===== src/design/itor_pkg.sv =====
package itor_pkg;

  // Fixed widths of the channel fields.
  localparam int unsigned VALUE_FIELD_W = 64;
  localparam int unsigned RADIX_FIELD_W = 8;
  localparam int unsigned CHAR_W        = 8;

  // Default conversion width of the value.
  localparam int unsigned VALUE_WIDTH_DEF = 64;

  // Radix limits and the width of one digit (a digit is below 36).
  localparam logic [RADIX_FIELD_W-1:0] RADIX_MIN = 8'd2;
  localparam logic [RADIX_FIELD_W-1:0] RADIX_MAX = 8'd36;
  localparam int unsigned DIGIT_W = 6;

  // ASCII anchors for the digit alphabet.
  localparam logic [CHAR_W-1:0] CHAR_ZERO   = 8'h30;
  localparam logic [CHAR_W-1:0] CHAR_LOWER_A = 8'h61;
  localparam logic [DIGIT_W-1:0] DIGIT_TEN  = 6'd10;

  // Maps a digit value to its character: 0-9 then lowercase letters.
  function automatic logic [CHAR_W-1:0] digit_char(input logic [DIGIT_W-1:0] d);
    logic [CHAR_W-1:0] ch;
    if (d < DIGIT_TEN) begin
      ch = CHAR_ZERO + {2'b00, d};
    end else begin
      ch = CHAR_LOWER_A + {2'b00, d - DIGIT_TEN};
    end
    return ch;
  endfunction

endpackage


===== src/design/itor_in_if.sv =====
interface itor_in_if;

  logic                                      valid;
  logic                                      ready;
  logic signed [itor_pkg::VALUE_FIELD_W-1:0] value;
  logic        [itor_pkg::RADIX_FIELD_W-1:0] radix;

  modport source (output valid, output value, output radix, input ready);
  modport sink   (input valid, input value, input radix, output ready);

endinterface


===== src/design/itor_out_if.sv =====
interface itor_out_if;

  logic                         valid;
  logic                         ready;
  logic [itor_pkg::CHAR_W-1:0]  char_code;
  logic                         negative;
  logic                         radix_bad;
  logic                         last;

  modport source (output valid, output char_code, output negative, output radix_bad,
                  output last, input ready);
  modport sink   (input valid, input char_code, input negative, input radix_bad,
                  input last, output ready);

endinterface


===== src/design/integer_to_radix_digits_core.sv =====
// Operation: a value's digits come one by one from bit-serial division after the input
// beat, then its first character is shown; a bad radix skips division and shows '0'.
// Flow: the restoring divider handles one quotient bit per cycle, and a new input beat
// is taken only once every character of the last item has been shown.
// Reset: rst_ni clears the control state asynchronously; the digit stack needs no
// clearing, so the block is ready for an input beat as soon as reset ends.
module integer_to_radix_digits_core #(
  parameter int unsigned VALUE_WIDTH = itor_pkg::VALUE_WIDTH_DEF
) (
  input  logic          clk_i,
  input  logic          rst_ni,
  itor_in_if.sink       in_i,
  itor_out_if.source    out_o
);

  localparam int unsigned VW = VALUE_WIDTH;
  localparam int unsigned DW = itor_pkg::DIGIT_W;
  localparam int unsigned BW = $clog2(VW);
  localparam int unsigned CW = $clog2(VW + 1);

  typedef enum logic [2:0] {
    ST_IDLE = 3'b001,
    ST_DIV  = 3'b010,
    ST_EMIT = 3'b100
  } state_e;

  state_e          state_q, state_d;
  logic [BW-1:0]   bit_q, bit_d;
  logic [CW-1:0]   cnt_q, cnt_d;
  logic [VW-1:0]   quo_q, quo_d;
  logic [DW-1:0]   rem_q, rem_d;
  logic [DW-1:0]   radix_q, radix_d;
  logic            neg_q, neg_d;
  logic            bad_q, bad_d;
  logic [DW-1:0]   stack_q [VW];

  logic            in_fire, out_fire;
  logic            radix_ok;
  logic [VW-1:0]   raw;
  logic [VW-1:0]   mag;
  logic [DW:0]     trial;
  logic            take;
  logic [DW-1:0]   rem_next;
  logic [VW-1:0]   quo_next;
  logic            last_step;
  logic            push, pop;
  logic [DW-1:0]   push_digit;

  assign in_fire  = in_i.valid & in_i.ready;
  assign out_fire = out_o.valid & out_o.ready;

  // Input decode: radix check and two's complement magnitude of the low bits.
  assign radix_ok = (in_i.radix >= itor_pkg::RADIX_MIN) && (in_i.radix <= itor_pkg::RADIX_MAX);
  assign raw      = in_i.value[VW-1:0];
  assign mag      = raw[VW-1] ? (~raw + {{(VW-1){1'b0}}, 1'b1}) : raw;

  // One restoring division step: bring down the next quotient bit.
  assign trial     = {rem_q, quo_q[VW-1]};
  assign take      = trial >= {1'b0, radix_q};
  assign rem_next  = take ? DW'(trial - {1'b0, radix_q}) : trial[DW-1:0];
  assign quo_next  = {quo_q[VW-2:0], take};
  assign last_step = (bit_q == BW'(VW - 1));

  // Control and datapath next state.
  always_comb begin
    state_d    = state_q;
    bit_d      = bit_q;
    cnt_d      = cnt_q;
    quo_d      = quo_q;
    rem_d      = rem_q;
    radix_d    = radix_q;
    neg_d      = neg_q;
    bad_d      = bad_q;
    push       = 1'b0;
    pop        = 1'b0;
    push_digit = rem_next;
    case (state_q)
      ST_IDLE: begin
        if (in_fire) begin
          bit_d   = '0;
          rem_d   = '0;
          radix_d = in_i.radix[DW-1:0];
          if (radix_ok) begin
            quo_d   = mag;
            neg_d   = raw[VW-1];
            bad_d   = 1'b0;
            cnt_d   = '0;
            state_d = ST_DIV;
          end else begin
            // A bad radix gives a lone zero digit.
            neg_d      = 1'b0;
            bad_d      = 1'b1;
            push       = 1'b1;
            push_digit = '0;
            cnt_d      = CW'(1);
            state_d    = ST_EMIT;
          end
        end
      end
      ST_DIV: begin
        if (last_step) begin
          // The remainder is the next digit, least significant first.
          push  = 1'b1;
          cnt_d = cnt_q + CW'(1);
          quo_d = quo_next;
          rem_d = '0;
          bit_d = '0;
          if (quo_next == '0) begin
            state_d = ST_EMIT;
          end
        end else begin
          quo_d = quo_next;
          rem_d = rem_next;
          bit_d = bit_q + BW'(1);
        end
      end
      ST_EMIT: begin
        if (out_fire) begin
          pop   = 1'b1;
          cnt_d = cnt_q - CW'(1);
          if (cnt_q == CW'(1)) begin
            state_d = ST_IDLE;
          end
        end
      end
      default: begin
        state_d = ST_IDLE;
      end
    endcase
  end

  // Control registers.
  always_ff @(posedge clk_i or negedge rst_ni) begin
    if (!rst_ni) begin
      state_q <= ST_IDLE;
      bit_q   <= '0;
      cnt_q   <= '0;
    end else begin
      state_q <= state_d;
      bit_q   <= bit_d;
      cnt_q   <= cnt_d;
    end
  end

  // Payload registers.
  always_ff @(posedge clk_i) begin
    quo_q   <= quo_d;
    rem_q   <= rem_d;
    radix_q <= radix_d;
    neg_q   <= neg_d;
    bad_q   <= bad_d;
  end

  // Digit stack: a push shifts towards the bottom, so the top holds the most
  // significant digit once division ends; a pop shifts back up.
  always_ff @(posedge clk_i) begin
    if (push) begin
      stack_q[0] <= push_digit;
      for (int i = 1; i < VW; i++) begin
        stack_q[i] <= stack_q[i-1];
      end
    end else if (pop) begin
      for (int i = 0; i < VW - 1; i++) begin
        stack_q[i] <= stack_q[i+1];
      end
    end
  end

  // Handshake and result fields.
  assign in_i.ready      = (state_q == ST_IDLE);
  assign out_o.valid     = (state_q == ST_EMIT);
  assign out_o.char_code = itor_pkg::digit_char(stack_q[0]);
  assign out_o.negative  = neg_q;
  assign out_o.radix_bad = bad_q;
  assign out_o.last      = (cnt_q == CW'(1));

endmodule

===== src/flat_wrapper.sv =====
// flat-port wrapper written by rule: the top's interface ports become plain ports
module integer_to_radix_digits_core_flat 
#(
  parameter int unsigned VALUE_WIDTH = itor_pkg::VALUE_WIDTH_DEF
)
  (clk_i, rst_ni, in_i_valid, in_i_value, in_i_radix, in_i_ready, out_o_valid, out_o_char_code, out_o_negative, out_o_radix_bad, out_o_last, out_o_ready);
  itor_in_if in_i_i ();
  itor_out_if out_o_i ();
  input  logic clk_i;
  input  logic rst_ni;
  input wire logic [$bits(in_i_i.valid)-1:0] in_i_valid;
  input wire logic [$bits(in_i_i.value)-1:0] in_i_value;
  input wire logic [$bits(in_i_i.radix)-1:0] in_i_radix;
  output wire logic [$bits(in_i_i.ready)-1:0] in_i_ready;
  output wire logic [$bits(out_o_i.valid)-1:0] out_o_valid;
  output wire logic [$bits(out_o_i.char_code)-1:0] out_o_char_code;
  output wire logic [$bits(out_o_i.negative)-1:0] out_o_negative;
  output wire logic [$bits(out_o_i.radix_bad)-1:0] out_o_radix_bad;
  output wire logic [$bits(out_o_i.last)-1:0] out_o_last;
  input wire logic [$bits(out_o_i.ready)-1:0] out_o_ready;
  assign in_i_i.valid = in_i_valid;
  assign in_i_i.value = in_i_value;
  assign in_i_i.radix = in_i_radix;
  assign in_i_ready = in_i_i.ready;
  assign out_o_valid = out_o_i.valid;
  assign out_o_char_code = out_o_i.char_code;
  assign out_o_negative = out_o_i.negative;
  assign out_o_radix_bad = out_o_i.radix_bad;
  assign out_o_last = out_o_i.last;
  assign out_o_i.ready = out_o_ready;
  integer_to_radix_digits_core #(.VALUE_WIDTH(VALUE_WIDTH)) u_core (.clk_i(clk_i), .rst_ni(rst_ni), .in_i(in_i_i), .out_o(out_o_i));
endmodule

===== config.mk =====
export PLATFORM = sky130hd
export DESIGN_NAME = integer_to_radix_digits_core_flat
export DESIGN_NICKNAME = d
export VERILOG_FILES = /design/src/design/itor_pkg.sv /design/src/design/itor_in_if.sv /design/src/design/itor_out_if.sv /design/src/design/integer_to_radix_digits_core.sv /design/src/flat_wrapper.sv
export SDC_FILE = /design/constraint.sdc
export NUM_CORES = 1
export LEC_CHECK = 0
export ABC_AREA = 1
export ABC_CLOCK_PERIOD_IN_PS = 15600
export BUFFER_PORTS_ARGS = -buffer_cell sky130_fd_sc_hd__clkbuf_2
export CAP_MARGIN = 20
export CELL_PAD_IN_SITES_DETAIL_PLACEMENT = 2
export CELL_PAD_IN_SITES_GLOBAL_PLACEMENT = 2
export CORE_ASPECT_RATIO = 1.4
export CORE_MARGIN = 1.5
export CORE_UTILIZATION = 40
export CTS_CLUSTER_DIAMETER = 200
export DETAILED_ROUTE_END_ITERATION = 12
export GPL_ROUTABILITY_DRIVEN = 1
export PLACE_DENSITY = 0.78
export SETUP_SLACK_MARGIN = 0.05
export SYNTH_ARGS = -nofsm -noshare
export SYNTH_HDL_FRONTEND = slang
export SYNTH_SLANG_ARGS = --single-unit

===== constraint.sdc =====
create_clock -name clk_i -period 15.6 [get_ports clk_i]
set_input_delay 0.78 -clock clk_i [delete_from_list [all_inputs] [get_ports clk_i]]
set_output_delay 0.78 -clock clk_i [all_outputs]
set_load 0.02 [all_outputs]

Word level (Yosys, flattened, before mapping). Memories as Yosys holds them, arrays and structs flattened. Cells that the tools add are included. Widths: inputs -> output; s select.

Bits in writable memories: 384. Register bits after elaboration: 94. Memories: 1.

Order comparisons: 4. Reductions and logical operators: 9. Bitwise gates (word level): 66. Eq/ne operators: 11. $add $sub $neg: 8. Multiplexer cells: 100.

Memory list: u_core.stack_q (depth 64, bits a word 6, rd ports 64, clocked after Yosys merged registers in 0, wr ports 64, RTL line integer_to_radix_digits_core.sv:35) `logic [DW-1:0] stack_q [VW];`.

Operator list (number): $mux 6 (70); $mux 64 (3); $pmux 64 s2 (1); $add 64x1->64 const B (1); $logic_not 64->1 (1); $not 64->64 (1); $or 1x1->1 (63); $pmux 6 s2 (2); $mux 7 (3); $pmux 7 s3 (1); $mux 3 (6); $mux 1 (11); $pmux 3 s3 (1); $add 7x6->8 const A (1); $ge 8x2->1 const B (1); $le 8x6->1 const B (1); $mux 8 (1); $ne 2x2->1 const B (4); $add 6x6->7 const A (1); $add 7x1->7 const B (1); $eq 7x1->1 const B (1); $ge 7x6->1 (1); $sub 7x1->7 const B (1); $add 6x1->6 const B (1); 17 further kinds (20).

Depth between registers and ports, before layout.
Word-level depth: 8. Depth in mapped cells: 12. Mapped depth without buffers: 12.

Worst setup path before layout. Ideal clock, no wire load.

Kind: input-to-reg. Start: input in_i_radix[3]. End: memory u_core.stack_q[0][0] (netlist name) (enable). Setup time: 2.798 ns. Arrival time: 7.854 ns. Setup slack: 4.949 ns. Stages: 10. Cells stage by stage: nor2_1 > o21ai_0 > a21oi_1 > nor2_2 > inv_2 > o21ai_4 > inv_2 > buf_6 > buf_2 > nand2_1.

RTL lines: start, declared (RTL line flat_wrapper.sv:13) `input wire logic [$bits(in_i_i.radix)-1:0] in_i_radix;`; end, declared (RTL line integer_to_radix_digits_core.sv:35).

==> impl_metrics.py <==
metrics = {
    "outcome": {
        "status": "finished, final reports clean",
    },
    "floorplan": {
        "num_rows": 104,
        "core_um2": 57390,
        "start_util_pct": 40.30,
        "fp.dieH_um": 287.5,
        "dieArea_um2": 59290,
        "ioPinCount": 89,
        "die_w_um": 206.2,
    },
    "final_layout": {
        "drive_gt1_share_pct": 7.725,
        "syn_to_final_growth_pct": 11.40,
        "area.sequential_um2": 14270,
        "nFillCells": 6250,
        "multi_input_area_um2": 7657,
        "nets": 2669,
        "antennaDiodeCount": 0,
    },
    "worst_setup_path": {
        "endpoint_kind": "register",
        "critPathMaxStageDelay_ns": 0.91,
        "cp.arrival_ns": 4.56,
        "required_ns": 15.79,
        "crit_fanout": 79,
        "start_kind": "register",
        "crit_top_cell": "buf_4",
        "path_cells": "nor2_1 > nand2_2 > buf_4 > o21ai_4 > inv_4 > nand2_4 > buf_4 > buf_4",
        "cp_top_family": "buffers and inverters",
        "critPathKind": "register to register",
        "worst_path_max_delay_cell": "buf_4",
        "crit_buf_inv": 4,
    },
    "clocking": {
        "cts_made_buffers": 50,
        "cts_tree": "built",
        "clk_path_buf_depth": 3,
        "clk_latency_ns": 0.60,
        "cts_setup_buffers": 0,
        "htree_levels": 2,
        "clk_pin_slew_worst_paths_ns": 0.06,
        "cts_repair_resize_count": 0,
        "cts_hold_buffers": 0,
        "cts.sinks": 478,
        "root_buffer": "clkbuf_16",
    },
    "power": {
        "p_leak_nw": 10.49,
        "ir_drop_v": 0.00008011,
        "p_per_area_nw_per_um2": 182.7,
    },
    "sta": {
        "period_share_pct": 28.01,
        "finalClockSkew_ns": 0.03396,
        "rsz0062_at_grt": "false",
        "drv_slew": 0,
        "fin_tns_setup_ns": 0,
        "setup_violations": 0,
        "max_freq_mhz": 228.9,
        "hold_violations": 0,
        "slew_headroom_pct": 31.34,
        "tightest_slew_ns": 1.030,
        "min_period_ns": 4.369,
        "fin_ws_ns": 11.23,
    },
    "route": {
        "drt_iter0_drc": 852,
        "wire_per_inst_um": 19.74,
        "antenna_left": 0,
        "num_vias": 17500,
        "routed_wl_mm": 66.28,
        "drcViolationCount": 0,
        "avgViaCountPerCell": 5.214,
        "drt-pass1-iter-count": 4,
    },
    "yosys": {
        "synth-edff-count": 462,
        "synth_nets": 2619,
        "ys_ff_latch": 478,
        "async_flop_share_pct": 3.347,
        "syn_inst": 2527,
        "yosysUniqueCellTypes": 43,
        "synth_flop_cell": "edfxtp_1",
        "syn_area_um2": 23130,
        "yosysWarnings": 0,
        "yosysSeqAreaShare_pct": 61.72,
        "syn-mean-instance-area_um2": 9.153,
    },
    "global_route": {
        "grt_first_pass_wirelength_mm": 105.9,
        "grt_pass1_vias": 19900,
        "grt_antenna_before_repair": 0,
        "grt-ovfl-total": 0,
        "grtUsageTotal_pct": 22.75,
        "grt_max_degree": 105,
    },
    "min_path": {
        "holdCritPathClass": "input port to asynchronous set/reset pin",
    },
    "run": {
        "cap_violations": 0,
    },
    "placed_design": {
        "gp_congestion": 0.8926,
        "place_ws_ns": 10.92,
        "dp_hpwl_mm": 45.72,
        "portBuffers": 88,
    },
}
-- per-layer routing --
| layer | global-route usage [%] | up-vias | wire length, µm |
|---|---|---|---|
| met2 | 44.78 | 218 | 37130 |
| met4 | 9.457 | 0 | 2786 |
| met5 | 0 | - | 0 |
| met3 | 2.853 | 115 | 1568 |
| li1 | - | 8440 | - |
| met1 | 23.78 | 8729 | 24800 |
-- worst reg2reg max path, delay by kind of cell (launching register included) --
kind / cells / cell delay [ns]
buf+inv: 4 / 2.30
flops: 1 / 0.45
compound gates: 1 / 0.30
simple gates: 3 / 0.85
-- logic make-up (layout without fill, tap and decap cells) --
logic type | after synthesis | count (layout) | synth area share (%)
AOI/OAI and AO/OA | 316 | 316 | 7.173
xor gates and xnor gates | 33 | 33 | 1.250
adders and majority gates | 16 | 16 | 0.8980
buffers and inverters | 295 | 383 | 5.280
DFF | 478 | 478 | 61.72
and+or+nand+nor | 1389 | 1389 | 23.68
-- sequential cells by signal, summed over array words and instances (netlist names) --
name,cells
u_core.stack_q,384
u_core.quo_q,64
u_core.cnt_q,7
u_core.bit_q,6
u_core.radix_q,6
u_core.rem_q,6
u_core.state_q,3
u_core.out_o.negative,1
u_core.out_o.radix_bad,1
-- synthesized netlist by cell type, types with 2 or more instances --
cell type | instances | area share, %
nand2_1 | 1067 | 17
edfxtp_1 | 462 | 60
o21ai_0 | 182 | 3.9
inv_1 | 181 | 2.9
nor2_1 | 179 | 2.9
nand3_1 | 90 | 1.9
o21ai_1 | 87 | 1.9
buf_2 | 67 | 1.4
clkbuf_1 | 27 | 0.44
nand4_1 | 27 | 0.73
xor2_1 | 19 | 0.72
a21oi_1 | 18 | 0.39
dfrtp_1 | 15 | 1.6
ha_1 | 15 | 0.81
xnor2_1 | 14 | 0.53
o22ai_1 | 9 | 0.24
buf_1 | 8 | 0.13
nand3b_1 | 7 | 0.23
or2_2 | 6 | 0.16
nor3_1 | 5 | 0.11
buf_4 | 4 | 0.13
inv_2 | 4 | 0.065
o211ai_1 | 4 | 0.13
o31ai_1 | 4 | 0.13
nor2_2 | 3 | 0.081
o21a_1 | 3 | 0.097
buf_6 | 2 | 0.097
clkinv_1 | 2 | 0.032
nand2_2 | 2 | 0.054
-- worst paths after layout --
check / from / end / slack, ns / cells past startpoint
max: u_core.state_q[2]$_DFFE_PN0P_ / u_core.stack_q[0][98]$_DFFE_PP_ / 11.23 / 8
min: rst_ni / u_core.cnt_q[2]$_DFFE_PN0P_ / 0.13 / 1
max reg2reg: u_core.state_q[2]$_DFFE_PN0P_ / u_core.stack_q[0][98]$_DFFE_PP_ / 11.23 / 8
min reg2reg: u_core.stack_q[1][183]$_DFFE_PP_ / u_core.stack_q[1][189]$_DFFE_PN_ / 0.47 / 0
max in group asynchronous: rst_ni / u_core.state_q[0]$_DFFE_PN1P_ / 15.11 / 1
min in group clk_i: in_i_radix[2] / u_core.radix_q[2]$_DFFE_PP_ / 0.38 / 1
-- placed cells by master, fill, tap and decap left out, drive strengths merged --
master       n
nand2     1069
edfxtp     462
o21ai      271
inv        186
nor2       183
clkbuf     152
nand3       90
nand4       27
clkinv      22
xor2        19
a21oi       18
buf         18
ha          15
dfrtp       15
xnor2       14
o22ai        9
nand3b       7
or2          6
nor3         6
o211ai       4
o31ai        4
bufinv       4
o21a         3
o21bai       2
a22oi        1
a21o         1
and3         1
o21ba        1
a31oi        1
a22o         1
fa           1
clkinvlp     1
dfstp        1
-- power breakdown --
group | switching [mW] | total (mW) | internal (mW)
Combinational | 0.926 | 1.26 | 0.339
Sequential | 0.202 | 2.25 | 2.05
Clock | 0.513 | 1.19 | 0.677
-- per-stage QoR --
stage | std cells | cell area, µm² | hold WS, ns | power [mW] | utilization [%]
2_1_floorplan | 2527 | 23130 | 0.4268 | 3.223 | -
3_3_place_gp | 3265 | 24130 | 0.4317 | 3.405 | 42.05
3_5_place_dp | 3265 | 24130 | 0.4507 | 3.546 | 42.05
4_1_cts | 3355 | 25710 | 0.1152 | 4.779 | 44.80
5_1_grt | 3357 | 25760 | 0.1400 | 5.006 | 44.90
6_report | 3357 | 25760 | 0.1342 | 4.707 | 44.90
-- final cells by class --
class	count	area share, %
clock buffer	64	5.259
sequential	478	55.40
multi-input combinational	1754	29.72
tap	742	3.603
inverter	187	2.753
timing repair buffer	106	2.389
clock inverter	26	0.8693
No activity file was read; power rests on OpenSTA's default activity.
